--- src/design/lrd_pkg.sv ---
// Package for the log record deframer: shared types, codes and length tables.
// Used by lrd_ctrl, lrd_datapath and log_record_deframer.
`default_nettype none
package lrd_pkg;
    localparam int WinLen = 7;
    localparam int MaxRecordBytes = 4096;
    localparam logic [11:0] IdxCap = (MaxRecordBytes - 1 < 4095) ?
        12'(MaxRecordBytes - 1) : 12'd4095;
    localparam logic [7:0] MarkByte = 8'hb0;
    localparam logic [7:0] MarkTail = 8'h0b;
    localparam logic [7:0] TypeText = 8'h07;
    localparam logic [7:0] TypeSysinfo = 8'h0d;
    localparam logic [7:0] TypeLink = 8'h0f;
    localparam logic [11:0] SysinfoCountPos = 12'd28;

    // datapath commands
    typedef enum logic [2:0] {
        CMD_NONE, CMD_PUSH, CMD_DROP1, CMD_DROP3, CMD_CLEAR, CMD_ACCEPT, CMD_REC
    } t_cmd;

    typedef struct packed {
        t_cmd        cmd;
        logic [2:0]  emit_idx;   // window entry to show on output
        logic [7:0]  in_byte;
    } t_ctrl;

    typedef struct packed {
        logic [2:0]  fill;
        logic        head_mark;
        logic        third_tail;
        logic        cand_ok;    // full window is an acceptable record start
        logic        text_short; // text record ends at index 6
        logic        in_record;
        logic [7:0]  cur_type;
        logic [11:0] position;
        logic        rec_last;   // in_byte would end the open record
        logic [7:0]  win_byte;   // window entry selected by emit_idx
        logic [7:0]  win_head;
    } t_stat;

    function automatic logic [7:0] link_len(input logic [3:0] ev);
        case (ev)
            4'd0: link_len = 8'd17;  4'd1: link_len = 8'd21;
            4'd2: link_len = 8'd23;  4'd3: link_len = 8'd26;
            4'd4: link_len = 8'd8;   4'd5: link_len = 8'd31;
            4'd6: link_len = 8'd29;  4'd7: link_len = 8'd12;
            4'd8: link_len = 8'd12;  4'd9: link_len = 8'd12;
            4'd10: link_len = 8'd12; 4'd11: link_len = 8'd12;
            4'd12: link_len = 8'd14; 4'd13: link_len = 8'd36;
            4'd14: link_len = 8'd18;
            default: link_len = 8'd0;
        endcase
    endfunction

    // total length including type and seq, zero for types without a fixed size
    function automatic logic [7:0] fixed_total(input logic [7:0] t);
        case (t)
            8'h01: fixed_total = 8'd111;
            8'h02, 8'h15: fixed_total = 8'd47;
            8'h03, 8'h04, 8'h06, 8'h0c: fixed_total = 8'd10;
            8'h05: fixed_total = 8'd51;
            8'h08, 8'h09, 8'h0a: fixed_total = 8'd14;
            8'h0b: fixed_total = 8'd22;
            8'h10: fixed_total = 8'd24;
            8'h12: fixed_total = 8'd18;
            8'h13: fixed_total = 8'd19;
            8'h14: fixed_total = 8'd70;
            8'h16: fixed_total = 8'd8;
            default: fixed_total = 8'd0;
        endcase
    endfunction
endpackage
`default_nettype wire

--- src/design/lrd_datapath.sv ---
// Datapath of the log record deframer: lookahead window, candidate check and
// record counters. Driven by lrd_ctrl through lrd_pkg::t_ctrl.
`default_nettype none
module lrd_datapath (
    input  wire logic          i_clk,
    input  wire logic          i_rst_n,
    input  lrd_pkg::t_ctrl     i_ctrl,
    output lrd_pkg::t_stat     o_stat
);
    logic [7:0]  r_win [lrd_pkg::WinLen];
    logic [2:0]  r_fill;
    logic        r_in_record;
    logic [7:0]  r_type;
    logic [11:0] r_left;
    logic [11:0] r_pos;
    logic        r_seek;

    logic [7:0]  w_total;
    logic        w_ok;
    logic [11:0] w_left_dec;
    logic [11:0] n_left;
    logic        w_last;

    always_comb begin
        w_total = 8'd0;
        w_ok = (r_win[2] | r_win[3] | r_win[4] | r_win[5]) != 8'd0;
        if (r_win[0] == lrd_pkg::TypeLink) begin
            if (r_win[6] >= 8'd15) w_ok = 1'b0;
            else w_total = 8'd2 + lrd_pkg::link_len(r_win[6][3:0]);
        end else if (r_win[0] != lrd_pkg::TypeText &&
                     r_win[0] != lrd_pkg::TypeSysinfo) begin
            w_total = lrd_pkg::fixed_total(r_win[0]);
            if (w_total == 8'd0) w_ok = 1'b0;
        end
    end

    always_comb begin
        w_left_dec = (r_left != 12'd0) ? r_left - 12'd1 : 12'd0;
        n_left = w_left_dec;
        if (r_type == lrd_pkg::TypeSysinfo && r_pos == lrd_pkg::SysinfoCountPos)
            n_left = 12'({i_ctrl.in_byte, 4'b0} - {4'b0, i_ctrl.in_byte});
        w_last = r_seek ? (i_ctrl.in_byte == 8'd0) : (n_left == 12'd0);
    end

    always_ff @(posedge i_clk) begin
        if (!i_rst_n) begin
            r_fill <= '0;
            r_in_record <= 1'b0;
            r_type <= '0;
            r_left <= '0;
            r_pos <= '0;
            r_seek <= 1'b0;
        end else begin
            case (i_ctrl.cmd)
                lrd_pkg::CMD_PUSH: begin
                    r_win[r_fill] <= i_ctrl.in_byte;
                    r_fill <= r_fill + 3'd1;
                end
                lrd_pkg::CMD_DROP1: begin
                    for (int k = 0; k < lrd_pkg::WinLen - 1; k++)
                        r_win[k] <= r_win[k+1];
                    r_fill <= r_fill - 3'd1;
                end
                lrd_pkg::CMD_DROP3: begin
                    for (int k = 0; k < lrd_pkg::WinLen - 3; k++)
                        r_win[k] <= r_win[k+3];
                    r_fill <= r_fill - 3'd3;
                end
                lrd_pkg::CMD_CLEAR: begin
                    r_fill <= '0;
                    r_in_record <= 1'b0;
                    r_type <= '0;
                    r_left <= '0;
                    r_pos <= '0;
                    r_seek <= 1'b0;
                end
                lrd_pkg::CMD_ACCEPT: begin
                    r_fill <= '0;
                    r_type <= r_win[0];
                    r_pos <= 12'd7;
                    r_seek <= (r_win[0] == lrd_pkg::TypeText);
                    r_in_record <= !(r_win[0] == lrd_pkg::TypeText &&
                                     r_win[6] == 8'd0);
                    if (r_win[0] == lrd_pkg::TypeText) r_left <= 12'd0;
                    else if (r_win[0] == lrd_pkg::TypeSysinfo) r_left <= 12'd22;
                    else r_left <= {4'b0, w_total} - 12'd7;
                end
                lrd_pkg::CMD_REC: begin
                    if (w_last) begin
                        r_in_record <= 1'b0;
                        r_seek <= 1'b0;
                        r_left <= '0;
                        r_pos <= '0;
                    end else begin
                        r_left <= n_left;
                        if (r_pos < 12'd4095) r_pos <= r_pos + 12'd1;
                    end
                end
                default: ;
            endcase
        end
    end

    always_comb begin
        o_stat.fill = r_fill;
        o_stat.head_mark = r_win[0] == lrd_pkg::MarkByte;
        o_stat.third_tail = r_win[2] == lrd_pkg::MarkTail;
        o_stat.cand_ok = w_ok;
        o_stat.text_short = r_win[0] == lrd_pkg::TypeText && r_win[6] == 8'd0;
        o_stat.in_record = r_in_record;
        o_stat.cur_type = r_type;
        o_stat.position = (r_pos > lrd_pkg::IdxCap) ? lrd_pkg::IdxCap : r_pos;
        o_stat.rec_last = w_last;
        o_stat.win_byte = (i_ctrl.emit_idx < 3'd7) ? r_win[i_ctrl.emit_idx] : 8'd0;
        o_stat.win_head = r_win[0];
    end
endmodule
`default_nettype wire

--- src/design/lrd_ctrl.sv ---
// Controller of the log record deframer: takes beats, scans the window and
// sequences the output beats. Drives lrd_datapath through lrd_pkg types.
`default_nettype none
module lrd_ctrl (
    input  wire logic          i_clk,
    input  wire logic          i_rst_n,
    input  wire logic          i_in_valid,
    input  wire logic [7:0]    i_in_byte,
    input  wire logic          i_in_eos,
    output logic               o_in_ready,
    output logic               o_out_valid,
    input  wire logic          i_out_ready,
    output logic [29:0]        o_out_data,
    input  lrd_pkg::t_stat     i_stat,
    output lrd_pkg::t_ctrl     o_ctrl
);
    typedef enum logic [1:0] { ST_IDLE, ST_SCAN, ST_EMIT } t_state;

    t_state      r_state;
    logic [2:0]  r_idx;
    logic        r_short;
    logic        r_out_valid;
    logic [29:0] r_out_data;
    logic        w_take;
    logic        w_free;
    logic        w_load;

    // output register free or draining this cycle
    assign w_free = !r_out_valid || i_out_ready;
    assign w_take = i_in_valid && o_in_ready;
    assign o_in_ready = (r_state == ST_IDLE) && w_free;
    assign o_out_valid = r_out_valid;
    assign o_out_data = r_out_data;
    // a new output beat enters the register this cycle
    assign w_load = ((r_state == ST_IDLE) && w_take && i_stat.in_record) ||
                    ((r_state == ST_EMIT) && w_free);

    // pack: type, byte, index, last, aborted
    function automatic logic [29:0] pack(input logic [7:0] t, input logic [7:0] b,
                                         input logic [11:0] i, input logic l,
                                         input logic a);
        pack = {a, l, i, b, t};
    endfunction

    always_comb begin
        o_ctrl.cmd = lrd_pkg::CMD_NONE;
        o_ctrl.emit_idx = r_idx;
        o_ctrl.in_byte = i_in_byte;
        case (r_state)
            ST_IDLE: if (w_take) begin
                if (i_in_eos) o_ctrl.cmd = lrd_pkg::CMD_CLEAR;
                else if (i_stat.in_record) o_ctrl.cmd = lrd_pkg::CMD_REC;
                else o_ctrl.cmd = lrd_pkg::CMD_PUSH;
            end
            ST_SCAN: begin
                if (i_stat.fill == 3'd0) o_ctrl.cmd = lrd_pkg::CMD_NONE;
                else if (i_stat.head_mark) begin
                    if (i_stat.fill >= 3'd3)
                        o_ctrl.cmd = i_stat.third_tail ? lrd_pkg::CMD_DROP3
                                                       : lrd_pkg::CMD_DROP1;
                end else if (i_stat.fill == 3'd7)
                    o_ctrl.cmd = i_stat.cand_ok ? lrd_pkg::CMD_NONE
                                                : lrd_pkg::CMD_DROP1;
            end
            ST_EMIT: if (w_free && r_idx == 3'd6) o_ctrl.cmd = lrd_pkg::CMD_ACCEPT;
            default: ;
        endcase
    end

    always_ff @(posedge i_clk) begin
        if (!i_rst_n) begin
            r_state <= ST_IDLE;
            r_idx <= '0;
            r_short <= 1'b0;
            r_out_valid <= 1'b0;
        end else begin
            if (w_load) r_out_valid <= 1'b1;
            else if (i_out_ready) r_out_valid <= 1'b0;
            case (r_state)
                ST_IDLE: if (w_take) begin
                    if (i_in_eos) begin
                        if (i_stat.in_record) begin
                            r_out_data <= pack(i_stat.cur_type, 8'd0,
                                               i_stat.position, 1'b1, 1'b1);
                        end
                    end else if (i_stat.in_record) begin
                        r_out_data <= pack(i_stat.cur_type, i_in_byte,
                                           i_stat.position, i_stat.rec_last, 1'b0);
                    end else r_state <= ST_SCAN;
                end
                ST_SCAN: begin
                    // stay while a drop is issued; rescan next cycle
                    if (i_stat.fill == 3'd0) r_state <= ST_IDLE;
                    else if (i_stat.head_mark) begin
                        if (i_stat.fill < 3'd3) r_state <= ST_IDLE;
                    end else if (i_stat.fill != 3'd7) r_state <= ST_IDLE;
                    else if (i_stat.cand_ok) begin
                        r_state <= ST_EMIT;
                        r_idx <= 3'd0;
                        r_short <= i_stat.text_short;
                    end
                end
                ST_EMIT: if (w_free) begin
                    r_out_data <= pack(i_stat.win_head, i_stat.win_byte,
                                       {9'd0, r_idx}, r_short && r_idx == 3'd6, 1'b0);
                    if (r_idx == 3'd6) r_state <= ST_IDLE;
                    else r_idx <= r_idx + 3'd1;
                end
                default: r_state <= ST_IDLE;
            endcase
        end
    end
endmodule
`default_nettype wire

--- src/design/log_record_deframer.sv ---
// Top level of the log record deframer: joins lrd_ctrl and lrd_datapath.
// Depends on lrd_pkg.
`default_nettype none
// Takes the binary log stream one byte per beat and returns the bytes of each
// accepted record with type, index and last flag. A byte inside an open record
// goes straight to the output register. A byte outside a record is pushed into the
// window and then scanned step by step, one drop per step (a three-byte marker skip
// is one step); on accept the seven window bytes go out as output beats. A beat
// with end of stream set clears the block and, inside a record, gives one
// aborted beat. Output sits in a single register; input is taken only while idle
// and that register is empty or draining, so scans and output stalls hold it off.
module log_record_deframer (
    input  wire logic        i_clk,
    input  wire logic        i_rst_n,
    input  wire logic        s_axis_tvalid,
    output logic             s_axis_tready,
    input  wire logic [7:0]  s_axis_tdata,   // in_byte
    input  wire logic        s_axis_tlast,   // end_of_stream
    output logic             m_axis_tvalid,
    input  wire logic        m_axis_tready,
    output logic [23:0]      m_axis_tdata,   // out_byte, byte_index, zero pad
    output logic [15:0]      m_axis_tuser,   // record_type, aborted, zero pad
    output logic             m_axis_tlast    // last_byte
);
    lrd_pkg::t_ctrl w_ctrl;
    lrd_pkg::t_stat w_stat;
    logic [29:0]    w_data;

    lrd_ctrl u_ctrl (
        .i_clk(i_clk), .i_rst_n(i_rst_n),
        .i_in_valid(s_axis_tvalid), .i_in_byte(s_axis_tdata),
        .i_in_eos(s_axis_tlast), .o_in_ready(s_axis_tready),
        .o_out_valid(m_axis_tvalid), .i_out_ready(m_axis_tready),
        .o_out_data(w_data), .i_stat(w_stat), .o_ctrl(w_ctrl)
    );

    lrd_datapath u_dp (
        .i_clk(i_clk), .i_rst_n(i_rst_n), .i_ctrl(w_ctrl), .o_stat(w_stat)
    );

    assign m_axis_tuser = {7'd0, w_data[29], w_data[7:0]};
    assign m_axis_tdata = {4'd0, w_data[27:8]};
    assign m_axis_tlast = w_data[28];
endmodule
`default_nettype wire

--- config.mk ---
export PLATFORM = sky130hd
export DESIGN_NAME = log_record_deframer
export DESIGN_NICKNAME = d
export VERILOG_FILES = /design/src/design/lrd_pkg.sv /design/src/design/lrd_datapath.sv /design/src/design/lrd_ctrl.sv /design/src/design/log_record_deframer.sv
export SDC_FILE = /design/constraint.sdc
export NUM_CORES = 1
export LEC_CHECK = 0
export ABC_AREA = 0
export BUFFER_PORTS_ARGS = -buffer_cell sky130_fd_sc_hd__buf_2
export CAP_MARGIN = 20
export CORE_UTILIZATION = 40
export DETAILED_ROUTE_END_ITERATION = 7
export PLACE_DENSITY = 0.67
export SLEW_MARGIN = 40
export SYNTH_ARGS = -nofsm -noshare
export SYNTH_HDL_FRONTEND = slang
export SYNTH_SLANG_ARGS = --single-unit
--- constraint.sdc ---
create_clock -name i_clk -period 4.85 [get_ports i_clk]
set_clock_uncertainty 0.2 [all_clocks]
set_input_delay 0.97 -clock i_clk [delete_from_list [all_inputs] [get_ports i_clk]]
set_output_delay 0.97 -clock i_clk [all_outputs]
set_load 0.05 [all_outputs]
==> reports/qor.csv, run 1 <==
metric;value;unit
vias_per_cell;5.99;
tns;0;ns
first_global_vias;6793;
io_buffers;44;
synth_cell_types;78;
initial_core_util;41.3;%
first_pass_iters;5;
tightest_slew;0.835;ns
max_cap_violations;0;
cp_cell_sequence;inv_1 -> ha_1 -> or2_2 -> a22o_1 -> or3_1 -> a211oi_1 -> o21ba_1 -> buf_4 -> and3_1 -> buf_4 -> a21oi_1 -> a21oi_1;
rr_startpoint;u_dp.r_win[0][1];
synth-edff-count;94;
cts_tree;done;
post-synth-top-area-cell;edfxtp_1;
gp_congestion;0.907;
path_max_fanout;27;
maxSlewViolCount;0;
vdd_drop_max;0.241;mV
synthToLayoutAreaGrowth;12.1;%
num_io_pins;56;
netlist_area;0.00883;mm^2
cts_setup_buffers;0;
start_kind;flip-flop;
leakage;3.65;nW
period_share;81.7;%
timing.fmax;0.252;GHz
antenna_cells;0;
vias;7533;
grt_max_degree;65;
yosysWarnings;0;
grt_antenna_before_repair;0;
slew_headroom;43.9;%
die_area;0.0227;mm^2
clk_path_buf_depth;2;
routed_wirelength;24.4;mm
slowest_delay;0.47;ns
finalSetupViolCount;0;
rr_worst_depth;12;
status;finished clean;
fin_crit;3.96;ns
yosys-top-cells-count;a21oi_1, edfxtp_1, nand2_1, nor2_1, o21ai_0;
synthFlopType;edfxtp_1;
rsz0062_at_grt;no;
cts_buffers;17;
rr_endpoint;u_dp.r_win[0][1];
die-width;151;um
cp-startpoint;u_dp.r_win[0][1];
synth.avg_cell_area;9.36;um^2
crit_path_end_kind;flip-flop;
grt.total_usage;22.5;%
yosysSeqAreaShare;42.6;%
wl_per_cell;19.4;um
ant_nets;0;
synth_top_area_share;32.0;%
grt_pass1_wl;38.4;mm
worstPathRequired;4.92;ns
place_hpwl;18.0;mm
cts.sinks;141;
syn_inst;943;
final_nets;1012;
reg2reg_slack;0.89;ns
hold_violations;0;
clkTransAtPathRegs;0.06;ns
clockRootBuffer;clkbuf_16;
synth_area_leaders;edfxtp_1, dfxtp_1, a21oi_1, ha_1, mux4_2;
arrival;4.03;ns
grt.overflow.total;0;
post-route-drc-count;0;
placed_area;0.00928;mm^2
row_count;53;
hold_path.startpoint;u_dp.r_type[0];
drive_gt1_share;14.0;%
postCtsHoldBufs;0;
cp-endpoint;u_dp.r_win[0][1];
powerDensity;296;mW/mm^2
cts-resized-gates;0;
critPathSlowestCell;edfxtp_1;
crit_cells;12;
core-area;0.0214;mm^2
synth_most_common_cell;a21oi_1;
clkLatencyLatePin;0.43;ns
htree_levels;4;
synth_seq_cells;141;
async_reset_ff_share;0;%
hp-class;flip-flop to flip-flop;
crit_type;flip-flop to flip-flop;
drtIter0Drc;751;
die_height;151;um
fin_area;0.00990;mm^2
critPathBufInv;3;
cpLargestDelayFamily;compound AO/OA/AOI/OAI gates;
holdWs;0.280;ns
-- cells by family (layout without fill, tap and decap cells) --
family | count (synthesis) | in the layout | synth area share (%)
mux | 32 | 32 | 5.94
compound gates | 277 | 277 | 20.0
buf+inv | 99 | 128 | 5.07
other cells | 1 | 11 | 0.0425
flops | 141 | 141 | 42.6
fa+ha+maj | 30 | 30 | 4.25
simple gates | 344 | 344 | 20.1
xor+xnor | 19 | 19 | 1.89
-- state kept, by name, summed over array words and instances, names as in the netlist, named ones only --
name                count
u_dp.r_left            12
u_ctrl.o_out_valid      1
u_dp.r_seek             1
u_ctrl.r_state          2
u_dp.r_pos             12
u_ctrl.r_short          1
u_ctrl.o_out_data      30
u_dp.r_in_record        1
u_dp.r_type             8
u_ctrl.r_idx            3
u_dp.r_fill             3
u_dp.r_win             64
-- placed cells by master, fill, tap and decap left out, types with 9 or more instances in the layout --
cell       count
a21oi_1      103
edfxtp_1      94
nor2_1        83
nand2_1       82
o21ai_0       53
dfxtp_1       45
buf_2         44
ha_1          30
nor3_1        29
inv_1         29
nand3_1       27
a31oi_1       24
buf_4         23
a21o_1        20
nor4_1        18
clkbuf_16     17
mux4_2        16
xnor2_1       15
mux2i_1       13
and2_1        12
nand2b_1      11
or3_1         11
conb_1        11
nor2b_1        9
nand4_1        9
and3_1         9
-- worst min path at each step --
stage,end,slack (ns),cells past startpoint
final,u_dp.r_type[0],0.28,2
after global routing,u_dp.r_type[3],0.31,2
after CTS,u_dp.r_type[3],0.28,2
after detailed placement,u_dp.r_type[0],0.27,2
after global placement,u_dp.r_type[3],0.26,2
after floorplan,u_dp.r_type[3],0.24,2
-- final cells by class --
type	count	area, um^2
Inverter	29	109
Fill cell	1996	11500
Multi-Input combinational cell	713	4670
Sequential cell	141	3770
Timing Repair Buffer	67	393
Clock buffer	21	450
Tap cell	275	344
Clock inverter	11	166
-- report_power, final --
| part | leakage, nW | switching [W] | internal [W] |
|---|---|---|---|
| clock network | 0.295 | 0.000514 | 0.000873 |
| registers | 1.25 | 0.0000130 | 0.00129 |
| logic | 2.11 | 0.000164 | 0.0000852 |
| total | 3.65 | 0.000690 | 0.00224 |
-- worst min-delay path, stage by stage (launching register included) --
cell	delay, ns
dfxtp_1	0.32
nand2_1	0.05
o21ai_0	0.06
-- per-stage QoR --
| step | cells | total power, W | util, % | setup slack, ns |
|---|---|---|---|---|
| 6_report | 1257 | 0.00293 | 46.4 | 0.887 |
| 5_1_grt | 1257 | 0.00301 | 46.4 | 0.674 |
| 4_1_cts | 1257 | 0.00293 | 46.4 | 0.944 |
| 3_5_place_dp | 1225 | 0.00157 | 43.5 | 0.592 |
| 3_3_place_gp | 1225 | 0.00157 | 43.5 | 0.668 |
| 2_1_floorplan | 953 | 0.00150 | - | 0.954 |
-- routing by layer --
layer | up-vias | global-route usage, % | part of all wire, % | routed length [um]
li1 | 3582 | - | - | -
met1 | 3583 | 32.7 | 46 | 11200
met2 | 331 | 32.3 | 43 | 10600
met3 | 37 | 4.82 | 8.5 | 2070
met4 | 0 | 8.43 | 2.3 | 567
met5 | - | 0 | 0 | 0
(Power assumes the default switching activity.)
==> run 2, diff against run 1 <==
==> constraint.sdc (replaced) <==
create_clock -name i_clk -period 3.4 [get_ports i_clk]
set_clock_uncertainty 0.2 [all_clocks]
set_input_delay 0.68 -clock i_clk [delete_from_list [all_inputs] [get_ports i_clk]]
set_output_delay 0.68 -clock i_clk [all_outputs]
set_load 0.05 [all_outputs]
==> run 2 against run 1 <==
- die area unchanged
- worst hold slack improved by 0.0055 ns
- wire length rose by 6.2%
- critical endpoint is now u_dp.r_fill[2]
- critical path type unchanged
==> reports/qor.csv, run 2 (synthesized netlist as in run 1, its figures left out) <==
metric;value;unit
tightest_slew;0.757;ns
grt.total_usage;23.5;%
first_global_vias;7165;
final_nets;1094;
clockRootBuffer;clkbuf_16;
vias;7968;
postCtsHoldBufs;0;
routed_wirelength;26.0;mm
drtIter0Drc;869;
core-area;0.0214;mm^2
cts_buffers;17;
largest_reg_flops;64;
synthToLayoutAreaGrowth;20.2;%
clkTransAtPathRegs;0.06;ns
layout_common_cells;buf_4, a21oi_1, edfxtp_1;
finalSetupViolCount;0;
timing.fmax;0.302;GHz
ant_nets;0;
period_share;97.5;%
grt_max_degree;65;
slew_headroom;49.4;%
place_hpwl;19.6;mm
first_pass_iters;5;
dp.cells;1299;
die_area;0.0227;mm^2
grt.overflow.total;0;
cts.sinks;141;
post-route-drc-count;0;
path_max_fanout;7;
crit_path_end_kind;flip-flop;
gp_congestion;0.869;
fin_crit;3.32;ns
wl_per_cell;19.4;um
arrival;3.43;ns
hold_violations;0;
die-width;151;um
vias_per_cell;5.96;
crit_type;flip-flop to flip-flop;
antenna_cells;0;
die_height;151;um
cts_tree;done;
max_cap_violations;0;
start_kind;flip-flop;
rsz0062_at_grt;yes;
htree_levels;4;
final_common_cell;buf_4;
vdd_drop_max;0.351;mV
drive_gt1_share;22.0;%
clkLatencyLatePin;0.42;ns
num_io_pins;56;
maxSlewViolCount;0;
top_register;u_dp.r_win;
grt_antenna_before_repair;1;
worstPathRequired;3.51;ns
leakage;4.05;nW
hp-class;flip-flop to flip-flop;
grt_pass1_wl;40.4;mm
powerDensity;396;mW/mm^2
status;finished clean;
row_count;53;
initial_core_util;41.3;%
final-instance-count-excl-fill;1338;
p_total;0.00420;W
clk_path_buf_depth;2;
io_buffers;44;
## run 2: cell types whose count changed in the layout (fill, tap and decap cells not counted), sizes merged
| cell | delta |
|---|---|
| buf | +82 |
| clkbuf | -1 |
## run 2: path summary, 6_finish.rpt
check	startpoint	end	slack [ns]	cells past startpoint
min reg2reg	u_dp.r_type[3]	u_dp.r_type[3]	0.29	2
min	u_dp.r_type[3]	u_dp.r_type[3]	0.29	2
max reg2reg	u_dp.r_win[0][1]	u_dp.r_fill[2]	0.08	15
max	u_dp.r_win[0][1]	u_dp.r_fill[2]	0.08	15
## run 2: layer usage
layer  up-vias  share of wire (%)  GRT usage, %
met1      3837                 45          33.9
met3        34                7.6          4.42
met4         2                2.0          7.32
met2       348                 45          35.4
met5         -              0.039             0
li1       3747                  -             -
## run 2: what timing repair did
action | 4_1_cts | 5_1_grt
buffers inserted | 0 | 8
endpoints found under the hold margin | 0 | 0
pin swaps | 0 | 4
endpoints found under the setup margin | 5 | 58
gates resized for setup | 3 | 14
## run 2: cell type report
cell class	instances	area [um^2]
fillers	1938	10700
inverters	29	109
well taps	275	344
clock buffers	20	437
repair buffers	149	1030
flip-flops and latches	141	3760
clock inverters	11	166
multi-input cells	713	4760
## run 2: power breakdown
group / switching (W) / internal, W
clock: 0.000711 / 0.00122
combinational: 0.000257 / 0.000165
sequential: 0.0000172 / 0.00183
total: 0.000984 / 0.00322
## run 2: worst max-delay path, cell delays in order (launching register included)
cell and delay (ns):
edfxtp_1 0.41, inv_2 0.12, ha_4 0.22, or2_4 0.24, a22o_1 0.21, or3_4 0.34, a211oi_4 0.21, o21ba_4 0.25
nand2_2 0.06, xnor2_1 0.12, ha_2 0.20, nor2_2 0.08, nand2_1 0.05, mux2i_1 0.15, nor4_1 0.06, o31a_1 0.27
## run 2: per-stage QoR
stage	TNS [ns]	setup WS, ns	hold slack [ns]	cell area (um^2)	util, %
6_report	0	0.0837	0.285	10600	49.7
5_1_grt	-0.760	-0.128	0.313	10600	49.7
4_1_cts	0	0.00242	0.290	10500	49.1
3_5_place_dp	-2.50	-0.183	0.279	9880	46.3
3_3_place_gp	-1.66	-0.182	0.268	9880	46.3
2_1_floorplan	-0.165	-0.0103	0.239	8910	-
